`config.mk`:
```
export PLATFORM = sky130hd
export DESIGN_NAME = ihe_ram
export DESIGN_NICKNAME = d
export VERILOG_FILES = /design/src/sv/ihe_ram.sv
export SDC_FILE = /design/constraint.sdc
export NUM_CORES = 1
export LEC_CHECK = 0
export BUFFER_PORTS_ARGS = -buffer_cell sky130_fd_sc_hd__buf_2
export CAP_MARGIN = 20
export CELL_PAD_IN_SITES_DETAIL_PLACEMENT = 0
export CELL_PAD_IN_SITES_GLOBAL_PLACEMENT = 1
export CORE_UTILIZATION = 50
export CTS_BUF_LIST = sky130_fd_sc_hd__clkbuf_2 sky130_fd_sc_hd__clkbuf_4 sky130_fd_sc_hd__clkbuf_8
export DETAILED_ROUTE_END_ITERATION = 16
export GPL_TIMING_DRIVEN = 0
export PLACE_DENSITY = 0.88
export SLEW_MARGIN = 20
export SYNTH_ARGS = -nofsm -noshare
export SYNTH_HDL_FRONTEND = slang
export SYNTH_SLANG_ARGS = --single-unit
```
`constraint.sdc`:
```
create_clock -name clk -period 1.44 [get_ports clk]
set_input_delay 0 -clock clk [delete_from_list [all_inputs] [get_ports clk]]
set_output_delay 0 -clock clk [all_outputs]
set_load 0.03 [all_outputs]
```
`src/sv/ihe_ram.sv`:
```
// generic simple dual-port ram with registered read
`timescale 1ns / 1ps
`default_nettype none
module ihe_ram #(
	parameter int WIDTH = 8,
	parameter int DEPTH = 16
) (
	input  logic                     clk,
	input  logic                     we,
	input  logic [$clog2(DEPTH)-1:0] waddr,
	input  logic [WIDTH-1:0]         wdata,
	input  logic [$clog2(DEPTH)-1:0] raddr,
	output logic [WIDTH-1:0]         rdata
);
	logic [WIDTH-1:0] mem [DEPTH];

	always_ff @(posedge clk) begin
		if (we) begin
			mem[waddr] <= wdata;
		end
		rdata <= mem[raddr];
	end
endmodule
`default_nettype wire

```
==> run_results.csv <==
group,metric,value,unit
finish,area_growth,14.9,%
sta,clock_skew,0.0120,ns
sta,fin_hold_ws,0.104,ns
outcome,status,"finished, final reports clean",
sta,slew-limit-headroom,0.439,
yosys,synth.most_common_cell,"edfxtp_1",
worst_setup_path,regToRegSetupSlack,0.04,ns
worst_setup_path,crit_path_end,"rdata[0]",
die,dieHeight,103,µm
sta,setup-tns-final,0,ns
sta,final_hold_viol_count,0,
grt,grt_pass1_vias,2384,
detailed_routing,wl,9600,µm
placed_design,place_area,0.00545,mm²
finish,stdcell_count,424,
yosys,syn_avg_cell_area,22.5,µm²
die,dieArea,0.0107,mm²
worst_setup_path,startpoint_type,"register",
placed_design,dp_slack,-0.260,ns
worst_setup_path,reg2reg_to,"rdata[0]",
power_and_ir_drop,powerDensity,1340,mW/mm²
yosys,ys.flop_type,"edfxtp_1",
die,die_w,103,µm
detailed_routing,first_pass_iters,5,
power_and_ir_drop,vdd_drop_max,0.000621,V
sta,setup-violations-final,0,
detailed_routing,wl_per_cell,22.6,µm
yosys,synth_top_area_cell,"edfxtp_1",
worst_setup_path,path_buf_inv,0,
clocking,clk_latency,0.42,ns
finish,layout.nets,298,
clocking,cts_max_level,4,
yosys,synth-async-reset-ratio,0,
sta,fin_crit_sh,0.973,
yosys,synthCells,229,
yosys,yosys-top-cells-count,"128 x edfxtp_1, 18 x mux4_2, 16 x a22oi_1, 14 x mux4_1, 13 x nor2_1",
yosys,seq_area_frac_synth,0.778,
grt,antenna_found_initial,0,
worst_setup_path,cpPeakStageDelay,0.55,ns
clocking,clkSinkCount,136,
yosys,synthesis.nets,247,
worst_setup_path,r2r-start,"mem[0][0]",
worst_hold_path,hp-class,"input pin to register",
worst_setup_path,crit_arrival,1.70,ns
die,io_pins,26,
worst_setup_path,critPathSlowestCell,"mux4_1",
sta,layout_setup_ws,0.0384,ns
power_and_ir_drop,p_seq_frac,0.560,
power_and_ir_drop,pwr-share-comb,0.061,
placed_design,port-buffer-count,24,
worst_setup_path,worstPathRequired,1.74,ns
yosys,synth_top_area_frac,0.747,
finish,n_antenna_cell,0,
finish,final_area,0.00592,mm²
worst_setup_path,cp_cell_sequence,"mux4_1, a22oi_2, nand2_1",
detailed_routing,ant_nets,0,
worst_setup_path,end_kind,"register",
finish,drive_above_1_share,0.289,
die,core.rowCount,36,
worst_setup_path,cpLargestDelayFamily,"multiplexers",
sta,worstMarginPinSlew,0.839,ns
detailed_routing,vias,2440,
detailed_routing,first_iter_violations,180,
yosys,synth-edff-count,128,
sta,rsz0062_at_grt,"no",
flow_run,drv_cap,0,
clocking,numCtsBuffers,17,
finish,final-seq-area,0.00400,mm²
power_and_ir_drop,p_sw,0.00164,W
clocking,cts_tree,"yes",
grt,grt_pass1_wl,13900,µm
worst_setup_path,crit_fanout,1,
worst_setup_path,critPathKind,"register to register",
clocking,cts-root-buf,"clkbuf_8",
grt,grt_max_degree,17,
power_and_ir_drop,power.internal,0.00629,W
yosys,ys_ff_latch,136,
clocking,path_clk_slew,0.08,ns
worst_setup_path,ff2ff_path_depth,3,
clocking,cts_buffer_depth,2,
finish,multi_input_area,0.00108,mm²
power_and_ir_drop,pwr-share-clk,0.378,
power_and_ir_drop,p_leak,1.96,nW
power_and_ir_drop,p_sw_frac,0.207,
detailed_routing,via_per_inst,5.75,
sta,drv_slew,0,
finish,fillCellCount,680,
detailed_routing,drc,0,
yosys,syn_area,0.00515,mm²
die,initial_core_util,0.522,
worst_setup_path,startpoint,"mem[0][0]",
sta,fmax,713,MHz
yosys,synth_cell_type_count,19,
yosys,synth_area_leaders,"edfxtp_1 75%, mux4_2 7.9%, mux4_1 7.1%, dfxtp_1 3.1%, a22oi_1 2.3%",
yosys,ys_warn_count,0,
placed_design,hpwl,5970,µm
grt,groute.usage.overall,0.199,
placed_design,gp_congestion,0.712,
worst_setup_path,crit_cells,3,
die,core_area,0.00986,mm²
placed_design,dp_cells,386,
sta,layout_min_cycle_time,1.40,ns
grt,gr-total-overflow,0,
-- worst register-to-register path, stage by stage (launching register included) --
cell	delay (ns)
edfxtp_1	0.40
mux4_1	0.55
a22oi_2	0.25
nand2_1	0.08
-- state kept, by name, summed over array words and instances (netlist names) --
signal / cells
mem: 128
rdata: 8
-- power by group through the flow --
stage	registers, W	clock network [W]	logic, W
3_5_place_dp	0.00453	0	0.000467
5_1_grt	0.00445	0.00318	0.000519
3_3_place_gp	0.00452	0	0.000452
6_report	0.00444	0.00300	0.000488
4_1_cts	0.00444	0.00302	0.000488
2_1_floorplan	0.00458	0	0.000225
-- placed cells by master (no fill, tap or decap) --
cell / instances
clkdlybuf4s25_2: 3
buf_6: 3
bufinv_16: 3
clkbuf_4: 1
and2_1: 1
nor2b_1: 1
nor2_1: 13
a22oi_2: 1
mux4_1: 14
nand3_1: 1
mux4_2: 18
clkinvlp_4: 2
edfxtp_1: 128
nand3b_1: 2
dlygate4sd3_1: 8
clkbuf_8: 17
clkinv_1: 4
dfxtp_1: 8
nand2_1: 9
buf_2: 27
nand2b_1: 2
a22oi_1: 15
clkinv_2: 3
and2b_1: 1
or3b_2: 1
buf_4: 1
nor3_2: 4
-- worst min-delay path by stage --
stage,depth (start not counted),end,slack [ns],from
detailed placement,1,mem[7][6],0.41,wdata[6]
floorplan,0,mem[0][0],0.1,wdata[0]
finish,2,mem[4][0],0.10,waddr[0]
CTS,2,mem[4][0],0.07,waddr[1]
global route,2,mem[4][0],0.09,waddr[1]
global placement,1,mem[6][6],0.39,wdata[6]
-- cells by family after synthesis --
| family | after synthesis | share of synthesized area |
|---|---|---|
| flip-flops | 136 | 0.778 |
| AND/OR/NAND/NOR | 35 | 0.0318 |
| multiplexers | 32 | 0.150 |
| AO/OA/AOI/OAI | 16 | 0.0233 |
| buffers and inverters | 10 | 0.0168 |
-- final cells by class --
class,instances,area share
flip-flops and latches,136,0.677
plain buffers,10,0.0146
clock inverters,12,0.0228
multi-input cells,83,0.183
repair buffers,32,0.0338
clock buffers,18,0.0408
well taps,133,0.0281
-- timing repair --
action                     4_1_cts  5_1_grt
gates resized for setup          1        0
setup endpoints to repair        1        1
pin swaps                        0        1
hold buffers                     8        0
buffers inserted                 0        0
hold endpoints to repair       128        0
-- per-stage QoR --
stage | power [W] | util
3_5_place_dp | 0.00500 | 0.552
2_1_floorplan | 0.00480 | -
5_1_grt | 0.00815 | 0.600
6_report | 0.00793 | 0.600
4_1_cts | 0.00796 | 0.599
3_3_place_gp | 0.00497 | 0.551
-- layer usage --
metal / vias up / track usage / part of all wire
met2: 124 / 0.306 / 0.49
met5: - / 0 / 0
met1: 1228 / 0.271 / 0.41
met4: 0 / 0.0997 / 0.023
met3: 19 / 0.0464 / 0.081
li1: 1069 / - / -
Note: power is estimated with default switching activity, not from simulation.
